File: src/ppts_pkg.sv
// ----------------------------------------------------------------------------
// ppts_pkg
// Shared types and codes of the preemptive priority task scheduler: item
// codes, the waiting-list entry and the commands that drive the cell chain.
// ----------------------------------------------------------------------------
`default_nettype none

package ppts_pkg;

  // sizes of the waiting list and the fields
  localparam int QUEUE_DEPTH = 16;
  localparam int ID_W        = 8;
  localparam int PRIO_W      = 2;
  localparam int MODE_W      = 2;
  localparam int OUTC_W      = 2;
  localparam int CNT_W       = $clog2(QUEUE_DEPTH + 1);

  // item modes
  typedef enum logic [MODE_W-1:0] {
    MODE_ENQ = 2'd0,
    MODE_FIN = 2'd1,
    MODE_CLR = 2'd2,
    MODE_NOP = 2'd3
  } mode_t;

  // result outcomes
  typedef enum logic [OUTC_W-1:0] {
    OUT_NOTHING = 2'd0,
    OUT_STARTED = 2'd1,
    OUT_EMPTY   = 2'd2,
    OUT_FULL    = 2'd3
  } outcome_t;

  // cell chain commands
  typedef enum logic [1:0] {
    CELL_NOP    = 2'd0,
    CELL_INSERT = 2'd1,
    CELL_POP    = 2'd2
  } cell_op_t;

  // one waiting task
  typedef struct packed {
    logic [ID_W-1:0]   id;
    logic [PRIO_W-1:0] prio;
  } entry_t;

  // command broadcast to every cell
  typedef struct packed {
    cell_op_t op;
    entry_t   ent;
  } cell_cmd_t;

  // what a cell hands to its right neighbor
  typedef struct packed {
    logic   keep;
    entry_t ent;
  } cell_link_t;

endpackage

`default_nettype wire

File: src/ppts_if.sv
// ----------------------------------------------------------------------------
// ppts_if
// Valid/ready channels of the scheduler: the task event channel and the
// result channel.
// ----------------------------------------------------------------------------
`default_nettype none

interface ppts_in_if;
  logic                      valid;
  logic                      ready;
  logic [ppts_pkg::MODE_W-1:0] mode;
  logic [ppts_pkg::ID_W-1:0]   task_id;
  logic [ppts_pkg::PRIO_W-1:0] task_priority;
  logic                      force_req;

  modport source (output valid, mode, task_id, task_priority, force_req, input ready);
  modport sink (input valid, mode, task_id, task_priority, force_req, output ready);
endinterface

interface ppts_out_if;
  logic                        valid;
  logic                        ready;
  logic [ppts_pkg::OUTC_W-1:0] outcome;
  logic [ppts_pkg::ID_W-1:0]   started_id;
  logic                        cancelled;
  logic [ppts_pkg::ID_W-1:0]   cancelled_id;
  logic [ppts_pkg::CNT_W-1:0]  queue_count;

  modport source (output valid, outcome, started_id, cancelled, cancelled_id, queue_count,
                  input ready);
  modport sink (input valid, outcome, started_id, cancelled, cancelled_id, queue_count,
                output ready);
endinterface

`default_nettype wire

File: src/ppts_cell.sv
// ----------------------------------------------------------------------------
// ppts_cell
// One slot of the waiting list. The list is kept sorted by priority, highest
// first and in arrival order within a priority, so the head is always the
// next task to run. Insert shifts right from the insertion point, pop shifts
// everything left by one.
// ----------------------------------------------------------------------------
`default_nettype none

module ppts_cell (
  input  wire logic                 clk,
  input  wire ppts_pkg::cell_cmd_t  cmd,
  input  wire logic                 occ,
  input  wire ppts_pkg::cell_link_t left_link,
  input  wire ppts_pkg::entry_t     right_ent,
  output ppts_pkg::cell_link_t      link
);

  ppts_pkg::entry_t ent_r;
  ppts_pkg::entry_t ent_nxt;
  logic             keep;

  // entry stays put on insert when it ranks at or above the new task
  assign keep = occ && (ent_r.prio >= cmd.ent.prio);
  assign link = '{keep: keep, ent: ent_r};

  // next entry
  always_comb begin
    ent_nxt = ent_r;
    unique case (cmd.op)
      ppts_pkg::CELL_INSERT: begin
        if (!keep) begin
          ent_nxt = left_link.keep ? cmd.ent : left_link.ent;
        end
      end
      ppts_pkg::CELL_POP: begin
        ent_nxt = right_ent;
      end
      default: begin
        ent_nxt = ent_r;
      end
    endcase
  end

  always_ff @(posedge clk) begin
    ent_r <= ent_nxt;
  end

endmodule

`default_nettype wire

File: src/preemptive_priority_task_scheduler.sv
// ----------------------------------------------------------------------------
// preemptive_priority_task_scheduler
// Waiting list with one running-task slot; one result item per task event.
// ----------------------------------------------------------------------------
// Each event passes from acceptance to the result item through the accept
// cycle, which also does the insert of an enqueued task, and a state that
// loads the output register, together with the pop of the list head when the
// running slot goes to a waiting task. A new event is taken only once the
// last one has loaded its result; a stalled result holds the next event in
// work and drops the input ready until the output register frees. The waiting
// list is a row of cells kept in priority order, so an insert or a pop is a
// single shift of the whole row and the best task always sits in the head
// cell. One event is in work at a time; a new event is taken while the
// previous result still waits in the output register. queue_count reports
// the number of waiting tasks after the event.
// ----------------------------------------------------------------------------
`default_nettype none

module preemptive_priority_task_scheduler (
  input  wire logic   clk,
  input  wire logic   rst_n,
  ppts_in_if.sink     in_ch,
  ppts_out_if.source  out_ch
);

  localparam int DEPTH = ppts_pkg::QUEUE_DEPTH;
  localparam int CW    = ppts_pkg::CNT_W;
  localparam int IW    = ppts_pkg::ID_W;

  typedef enum logic [1:0] {
    S_IDLE,
    S_POP,
    S_EMIT
  } state_t;

  state_t                     state_r, state_nxt;
  logic [CW-1:0]              count_r, count_nxt;
  logic                       run_v_r, run_v_nxt;
  logic [IW-1:0]              run_id_r, run_id_nxt;
  ppts_pkg::outcome_t         res_outc_r, res_outc_nxt;
  logic [IW-1:0]              res_start_r, res_start_nxt;
  logic                       res_canc_r, res_canc_nxt;
  logic [IW-1:0]              res_canc_id_r, res_canc_id_nxt;
  logic                       out_valid_r, out_valid_nxt;
  ppts_pkg::outcome_t         out_outc_r, out_outc_nxt;
  logic [IW-1:0]              out_start_r, out_start_nxt;
  logic                       out_canc_r, out_canc_nxt;
  logic [IW-1:0]              out_canc_id_r, out_canc_id_nxt;
  logic [CW-1:0]              out_count_r, out_count_nxt;

  ppts_pkg::cell_cmd_t        cmd;
  ppts_pkg::cell_link_t       links [DEPTH];
  logic [DEPTH-1:0]           occ;
  logic                       in_acc;
  logic                       slot_free;
  ppts_pkg::mode_t            in_mode;

  assign in_acc    = in_ch.valid && in_ch.ready;
  assign slot_free = !out_valid_r || out_ch.ready;
  assign in_mode   = ppts_pkg::mode_t'(in_ch.mode);

  // cell chain
  for (genvar g = 0; g < DEPTH; g++) begin : g_cell
    ppts_pkg::cell_link_t left_l;
    ppts_pkg::entry_t     right_e;

    assign occ[g] = count_r > CW'(g);

    // head cell takes the new task whenever it does not keep its own entry
    if (g == 0) begin : g_head
      assign left_l = '{keep: 1'b1, ent: '0};
    end else begin : g_mid
      assign left_l = links[g-1];
    end

    if (g == DEPTH - 1) begin : g_tail
      assign right_e = '0;
    end else begin : g_body
      assign right_e = links[g+1].ent;
    end

    ppts_cell u_cell (
      .clk       (clk),
      .cmd       (cmd),
      .occ       (occ[g]),
      .left_link (left_l),
      .right_ent (right_e),
      .link      (links[g])
    );
  end

  // event decode and sequencing
  always_comb begin
    state_nxt       = state_r;
    count_nxt       = count_r;
    run_v_nxt       = run_v_r;
    run_id_nxt      = run_id_r;
    res_outc_nxt    = res_outc_r;
    res_start_nxt   = res_start_r;
    res_canc_nxt    = res_canc_r;
    res_canc_id_nxt = res_canc_id_r;
    out_valid_nxt   = out_valid_r && !out_ch.ready;
    out_outc_nxt    = out_outc_r;
    out_start_nxt   = out_start_r;
    out_canc_nxt    = out_canc_r;
    out_canc_id_nxt = out_canc_id_r;
    out_count_nxt   = out_count_r;
    cmd             = '{op: ppts_pkg::CELL_NOP,
                        ent: '{id: in_ch.task_id, prio: in_ch.task_priority}};

    unique case (state_r)
      S_IDLE: begin
        if (in_acc) begin
          res_outc_nxt    = ppts_pkg::OUT_NOTHING;
          res_start_nxt   = '0;
          res_canc_nxt    = 1'b0;
          res_canc_id_nxt = '0;
          state_nxt       = S_EMIT;
          unique case (in_mode)
            ppts_pkg::MODE_ENQ: begin
              if (in_ch.force_req) begin
                // preempt: new task runs at once, list untouched
                res_canc_nxt    = run_v_r;
                res_canc_id_nxt = run_v_r ? run_id_r : '0;
                run_v_nxt       = 1'b1;
                run_id_nxt      = in_ch.task_id;
                res_outc_nxt    = ppts_pkg::OUT_STARTED;
                res_start_nxt   = in_ch.task_id;
              end else if (count_r == CW'(DEPTH)) begin
                res_outc_nxt = ppts_pkg::OUT_FULL;
              end else begin
                cmd.op    = ppts_pkg::CELL_INSERT;
                count_nxt = count_r + CW'(1);
                if (!run_v_r) begin
                  state_nxt = S_POP;
                end
              end
            end
            ppts_pkg::MODE_FIN: begin
              if (run_v_r && (in_ch.task_id == run_id_r)) begin
                run_v_nxt  = 1'b0;
                run_id_nxt = '0;
              end
              if (count_r != '0) begin
                state_nxt = S_POP;
              end else begin
                res_outc_nxt = ppts_pkg::OUT_EMPTY;
              end
            end
            ppts_pkg::MODE_CLR: begin
              res_canc_nxt    = run_v_r;
              res_canc_id_nxt = run_v_r ? run_id_r : '0;
              run_v_nxt       = 1'b0;
              run_id_nxt      = '0;
              count_nxt       = '0;
              res_outc_nxt    = ppts_pkg::OUT_EMPTY;
            end
            default: begin
              res_outc_nxt = ppts_pkg::OUT_NOTHING;
            end
          endcase
        end
      end
      S_POP: begin
        // head cell holds the best waiting task
        if (slot_free) begin
          cmd.op          = ppts_pkg::CELL_POP;
          count_nxt       = count_r - CW'(1);
          run_v_nxt       = 1'b1;
          run_id_nxt      = links[0].ent.id;
          out_valid_nxt   = 1'b1;
          out_outc_nxt    = ppts_pkg::OUT_STARTED;
          out_start_nxt   = links[0].ent.id;
          out_canc_nxt    = res_canc_r;
          out_canc_id_nxt = res_canc_id_r;
          out_count_nxt   = count_r - CW'(1);
          state_nxt       = S_IDLE;
        end
      end
      S_EMIT: begin
        if (slot_free) begin
          out_valid_nxt   = 1'b1;
          out_outc_nxt    = res_outc_r;
          out_start_nxt   = res_start_r;
          out_canc_nxt    = res_canc_r;
          out_canc_id_nxt = res_canc_id_r;
          out_count_nxt   = count_r;
          state_nxt       = S_IDLE;
        end
      end
      default: begin
        state_nxt = S_IDLE;
      end
    endcase
  end

  // state and registered outputs
  always_ff @(posedge clk) begin
    if (!rst_n) begin
      state_r     <= S_IDLE;
      count_r     <= '0;
      run_v_r     <= 1'b0;
      run_id_r    <= '0;
      out_valid_r <= 1'b0;
    end else begin
      state_r     <= state_nxt;
      count_r     <= count_nxt;
      run_v_r     <= run_v_nxt;
      run_id_r    <= run_id_nxt;
      out_valid_r <= out_valid_nxt;
    end
    res_outc_r    <= res_outc_nxt;
    res_start_r   <= res_start_nxt;
    res_canc_r    <= res_canc_nxt;
    res_canc_id_r <= res_canc_id_nxt;
    out_outc_r    <= out_outc_nxt;
    out_start_r   <= out_start_nxt;
    out_canc_r    <= out_canc_nxt;
    out_canc_id_r <= out_canc_id_nxt;
    out_count_r   <= out_count_nxt;
  end

  assign in_ch.ready         = (state_r == S_IDLE);
  assign out_ch.valid        = out_valid_r;
  assign out_ch.outcome      = out_outc_r;
  assign out_ch.started_id   = out_start_r;
  assign out_ch.cancelled    = out_canc_r;
  assign out_ch.cancelled_id = out_canc_id_r;
  assign out_ch.queue_count  = out_count_r;

endmodule

`default_nettype wire

File: src/flat_wrapper.sv
// flat-port wrapper written by rule: the top's interface ports become plain ports
module preemptive_priority_task_scheduler_flat 
  (clk, rst_n, in_ch_valid, in_ch_mode, in_ch_task_id, in_ch_task_priority, in_ch_force_req, in_ch_ready, out_ch_valid, out_ch_outcome, out_ch_started_id, out_ch_cancelled, out_ch_cancelled_id, out_ch_queue_count, out_ch_ready);
  ppts_in_if in_ch_i ();
  ppts_out_if out_ch_i ();
  input  wire logic clk;
  input  wire logic rst_n;
  input wire logic [$bits(in_ch_i.valid)-1:0] in_ch_valid;
  input wire logic [$bits(in_ch_i.mode)-1:0] in_ch_mode;
  input wire logic [$bits(in_ch_i.task_id)-1:0] in_ch_task_id;
  input wire logic [$bits(in_ch_i.task_priority)-1:0] in_ch_task_priority;
  input wire logic [$bits(in_ch_i.force_req)-1:0] in_ch_force_req;
  output wire logic [$bits(in_ch_i.ready)-1:0] in_ch_ready;
  output wire logic [$bits(out_ch_i.valid)-1:0] out_ch_valid;
  output wire logic [$bits(out_ch_i.outcome)-1:0] out_ch_outcome;
  output wire logic [$bits(out_ch_i.started_id)-1:0] out_ch_started_id;
  output wire logic [$bits(out_ch_i.cancelled)-1:0] out_ch_cancelled;
  output wire logic [$bits(out_ch_i.cancelled_id)-1:0] out_ch_cancelled_id;
  output wire logic [$bits(out_ch_i.queue_count)-1:0] out_ch_queue_count;
  input wire logic [$bits(out_ch_i.ready)-1:0] out_ch_ready;
  assign in_ch_i.valid = in_ch_valid;
  assign in_ch_i.mode = in_ch_mode;
  assign in_ch_i.task_id = in_ch_task_id;
  assign in_ch_i.task_priority = in_ch_task_priority;
  assign in_ch_i.force_req = in_ch_force_req;
  assign in_ch_ready = in_ch_i.ready;
  assign out_ch_valid = out_ch_i.valid;
  assign out_ch_outcome = out_ch_i.outcome;
  assign out_ch_started_id = out_ch_i.started_id;
  assign out_ch_cancelled = out_ch_i.cancelled;
  assign out_ch_cancelled_id = out_ch_i.cancelled_id;
  assign out_ch_queue_count = out_ch_i.queue_count;
  assign out_ch_i.ready = out_ch_ready;
  preemptive_priority_task_scheduler u_core (.clk(clk), .rst_n(rst_n), .in_ch(in_ch_i), .out_ch(out_ch_i));
endmodule
File: config.mk
export PLATFORM = sky130hd
export DESIGN_NAME = preemptive_priority_task_scheduler_flat
export DESIGN_NICKNAME = d
export VERILOG_FILES = /design/src/ppts_pkg.sv /design/src/ppts_if.sv /design/src/ppts_cell.sv /design/src/preemptive_priority_task_scheduler.sv /design/src/flat_wrapper.sv
export SDC_FILE = /design/constraint.sdc
export NUM_CORES = 1
export LEC_CHECK = 0
export BUFFER_PORTS_ARGS = -buffer_cell sky130_fd_sc_hd__buf_2
export CAP_MARGIN = 20
export CORE_MARGIN = 10
export CORE_UTILIZATION = 27
export DETAILED_ROUTE_END_ITERATION = 10
export GPL_ROUTABILITY_DRIVEN = 0
export HOLD_SLACK_MARGIN = 0.1
export SYNTH_ARGS = -nofsm -noshare
export SYNTH_HDL_FRONTEND = slang
export SYNTH_SLANG_ARGS = --single-unit
File: constraint.sdc
create_clock -name clk -period 3.05 [get_ports clk]
set_input_delay 0.1525 -clock clk [delete_from_list [all_inputs] [get_ports clk]]
set_output_delay 0.1525 -clock clk [all_outputs]
set_load 0.1 [all_outputs]
==> metrics.md <==
| Metric | Value |
|---|---|
| Worst R2R End | u_core.g_cell[9].u_cell.link[7] |
| Gate power share | 0.193 |
| Sequential share of the synthesized area | 0.542 |
| FF-to-FF Start | u_core.count_r[1] |
| Worst setup path class | flop to flop |
| Resize count post-CTS | 0 |
| Sequential share of power | 0.463 |
| # IOs | 43 |
| F_max | 0.408 GHz |
| Antenna violations before repair | 2 |
| # diodes | 0 |
| Layout fillers | 4444 |
| Via count | 8204 |
| Reg2reg setup slack | 0.60 ns |
| Highest metal used | met5 |
| Setup crit start kind | flop |
| PortBufs | 42 |
| Worst reg-to-reg path cell count | 9 |
| Mapped cell area | 11900 µm² |
| Pins Over Slew Limit | 0 |
| Area of the multi-input gates | 4930 µm² |
| Layout cells sized above 1 | 0.139 |
| CTS root buf | clkbuf_16 |
| Netlist cell types | 47 |
| Total number of yosys warnings | 0 |
| Arr. time, crit path | 2.68 ns |
| Fin cells | 1725 |
| Vias/cell | 4.76 |
| Post-synth top area share | 0.513 |
| Post-route DRC | 0 |
| Die Wd | 230 µm |
| Antenna-violating nets left | 0 |
| Syn Nets | 1148 |
| Worst Hold Endpoint | u_core.res_outc_r[1] |
| First-pass GRT wire length | 46000 µm |
| Vertical die dimension | 230 µm |
| Power Dens Cells | 587 nW/µm² |
| TritonCTS clock tree | yes |
| Final period util | 0.804 |
| TritonCTS buffer count | 25 |
| TritonRoute pass-1 iters | 5 |
| Commonest non-fill, non-tap cell in the layout | edfxtp_1 |
| Critical Path End Type | flop |
| CTS clock-pin slew for the worst setup and hold paths | 0.06 ns |
| Clock insertion delay at the later pin of the skew report | 0.52 ns |
| CTS Buffer Depth | 3 |
| Int Pwr | 5.71 mW |
| Post-synth top area cell | edfxtp_1 |
| Core area | 43300 µm² |
| Switching part of the total | 0.287 |
| FF+latch count, synth | 220 |
| Grt total ovfl | 0 |
| Initial Util | 0.275 |
| Worst hold path depth | 3 |
| Total Routed Length | 28900 µm |
| Die ar. | 52800 µm² |
| Hpwl dp | 20100 µm |
| Lkg Pwr | 4.80 nW |
| Setup TNS | 0 ns |
| Buffer count from post-CTS setup fixing | 0 |
| Peak supply drop | 0.000359 V |
| Routed len/inst | 16.7 µm |
| Final setup skew | 0.00847 ns |
| Metal-1 WL | 13700 µm |
| Max-cap violations | 0 |
| Primary FF master, synth | edfxtp_1 |
| Post-Syn Instances | 1086 |
| FP Rows | 76 |
| Clock network power share | 0.344 |
| # setup viols final | 0 |
| NetSw | 2.30 mW |
| Slew HR | 0.431 |
| Layout area overhead | 14.9% |
| Slew @ Worst Pin | 0.853 ns |
| CTS Sinks | 220 |
| Post-synth EDFFs | 203 |
| Met2 routed wirelength | 12900 µm |
| RSZ-0062 raised after global routing | no |
| Final nets | 1184 |
| Outcome | completed |
| Synth area leaders | edfxtp_1 (51%), mux2i_1 (13%), a21oi_1 (7.5%) |
| Gr usage total | 0.105 |
| Largest net degree at the start of global routing | 53 |
| H-tree levels | 1 |
| Period minus WS final | 2.45 ns |
| Placed Cells | 1676 |
| Post-synth ARST share | 0 |
| Hold Vio Cnt, Final | 0 |
| Commonest cells after routing, fill and taps aside | edfxtp_1 (203), a21oi_1 (178), nor2_1 (170) |
| Starting DRC count in detailed routing | 580 |
| Average cell area after synthesis | 10.9 µm² |
| HP Class | primary input to flop |
| Met3 wire length | 1650 µm |
| Reg area | 6440 µm² |
| Vias in the first global route | 8073 |
| Worst-path maximum fanout | 16 |
| Hold path startpoint | in_ch_mode[1] |
| Worst EP required | 3.27 ns |
-- flip-flops by register name, summed over array words and instances, names as in the netlist --
name / flops
u_core.res_canc_r: 1
u_core.out_ch.started_id: 8
u_core.out_ch.cancelled: 1
u_core.res_start_r: 8
u_core.res_canc_id_r: 8
u_core.res_outc_r: 2
u_core.out_ch.queue_count: 5
u_core.count_r: 5
u_core.run_id_r: 8
u_core.out_ch.cancelled_id: 8
u_core.state_r: 2
u_core.g_cell.u_cell.link: 160
u_core.out_ch.valid: 1
u_core.out_ch.outcome: 2
u_core.run_v_r: 1
-- power by group through the flow --
stage,Sequential [mW],Combinational (mW),Clock [mW]
CTS,3.71,1.55,2.83
global placement,3.77,1.52,0
detailed placement,3.77,1.54,0
floorplan,3.98,0.932,0
finish,3.71,1.55,2.76
global route,3.73,1.69,2.94
-- final cells by class --
class                      instances  share of cell area
multi-input combinational        745               0.361
timing repair buffer              99              0.0502
tap                              585              0.0536
clock inverter                     8             0.00348
sequential                       220               0.471
clock buffer                      37              0.0513
inverter                          31             0.00880
-- per-stage QoR --
| step | area (µm²) | total power [mW] | utilization | setup slack, ns | hold WS, ns |
|---|---|---|---|---|---|
| 2_1_floorplan | 11900 | 4.91 | - | 0.0727 | 0.393 |
| 6_report | 13700 | 8.01 | 0.316 | 0.598 | 0.149 |
| 4_1_cts | 13700 | 8.09 | 0.316 | 0.607 | 0.129 |
| 3_3_place_gp | 12900 | 5.29 | 0.297 | 0.525 | 0.403 |
| 5_1_grt | 13700 | 8.36 | 0.316 | 0.437 | 0.177 |
| 3_5_place_dp | 12900 | 5.32 | 0.297 | 0.411 | 0.405 |
-- critical path, stage by stage (launching register included) --
cell and delay (ns):
dfxtp_1 0.33, inv_1 0.10, ha_1 0.25, and4bb_2 0.27, nand2b_1 0.18, nor2_1 0.14
nand2_1 0.07, buf_4 0.20, o21ai_0 0.36, buf_4 0.25
-- Yosys cell counts, types with 10 or more instances --
cell and n:
nand2_1 33, mux2i_1 151, buf_1 10, nor2_1 170
buf_2 46, inv_1 31, nand2b_1 20, edfxtp_1 203
mux2_2 18, a21oi_1 178, and3_1 10, dfxtp_1 17
clkbuf_1 31, ha_1 45, o21ai_0 38
-- kinds of logic after synthesis --
| family | after synthesis | synth area share |
|---|---|---|
| fa+ha+maj | 45 | 0.0474 |
| simple gates | 279 | 0.104 |
| mux | 169 | 0.144 |
| compound gates | 239 | 0.108 |
| flops | 220 | 0.542 |
| xor+xnor | 13 | 0.00959 |
| buf+inv | 121 | 0.0450 |
-- what timing repair did --
| action | 4_1_cts | 5_1_grt |
|---|---|---|
| hold buffers | 4 | 0 |
| setup endpoints to repair | 0 | 0 |
| hold endpoints to repair | 15 | 0 |
-- per-layer routing --
layer,track usage,vias to the layer above
li1,-,3984
met1,0.147,3960
met2,0.164,216
met3,0.0177,40
met4,0.0255,4
met5,0,-
-- how the worst max path moves through the flow --
stage	start	to	slack, ns
floorplan	in_ch_task_priority[1]	u_core.g_cell[2].u_cell.link[0]	0.07
global placement	in_ch_task_priority[1]	u_core.g_cell[0].u_cell.link[5]	0.52
detailed placement	in_ch_mode[1]	u_core.g_cell[12].u_cell.link[3]	0.41
CTS	u_core.count_r[1]	u_core.g_cell[11].u_cell.link[6]	0.61
global route	u_core.count_r[0]	u_core.g_cell[6].u_cell.link[2]	0.44
finish	u_core.count_r[1]	u_core.g_cell[9].u_cell.link[7]	0.60
Power figures use the tool's default switching activity.
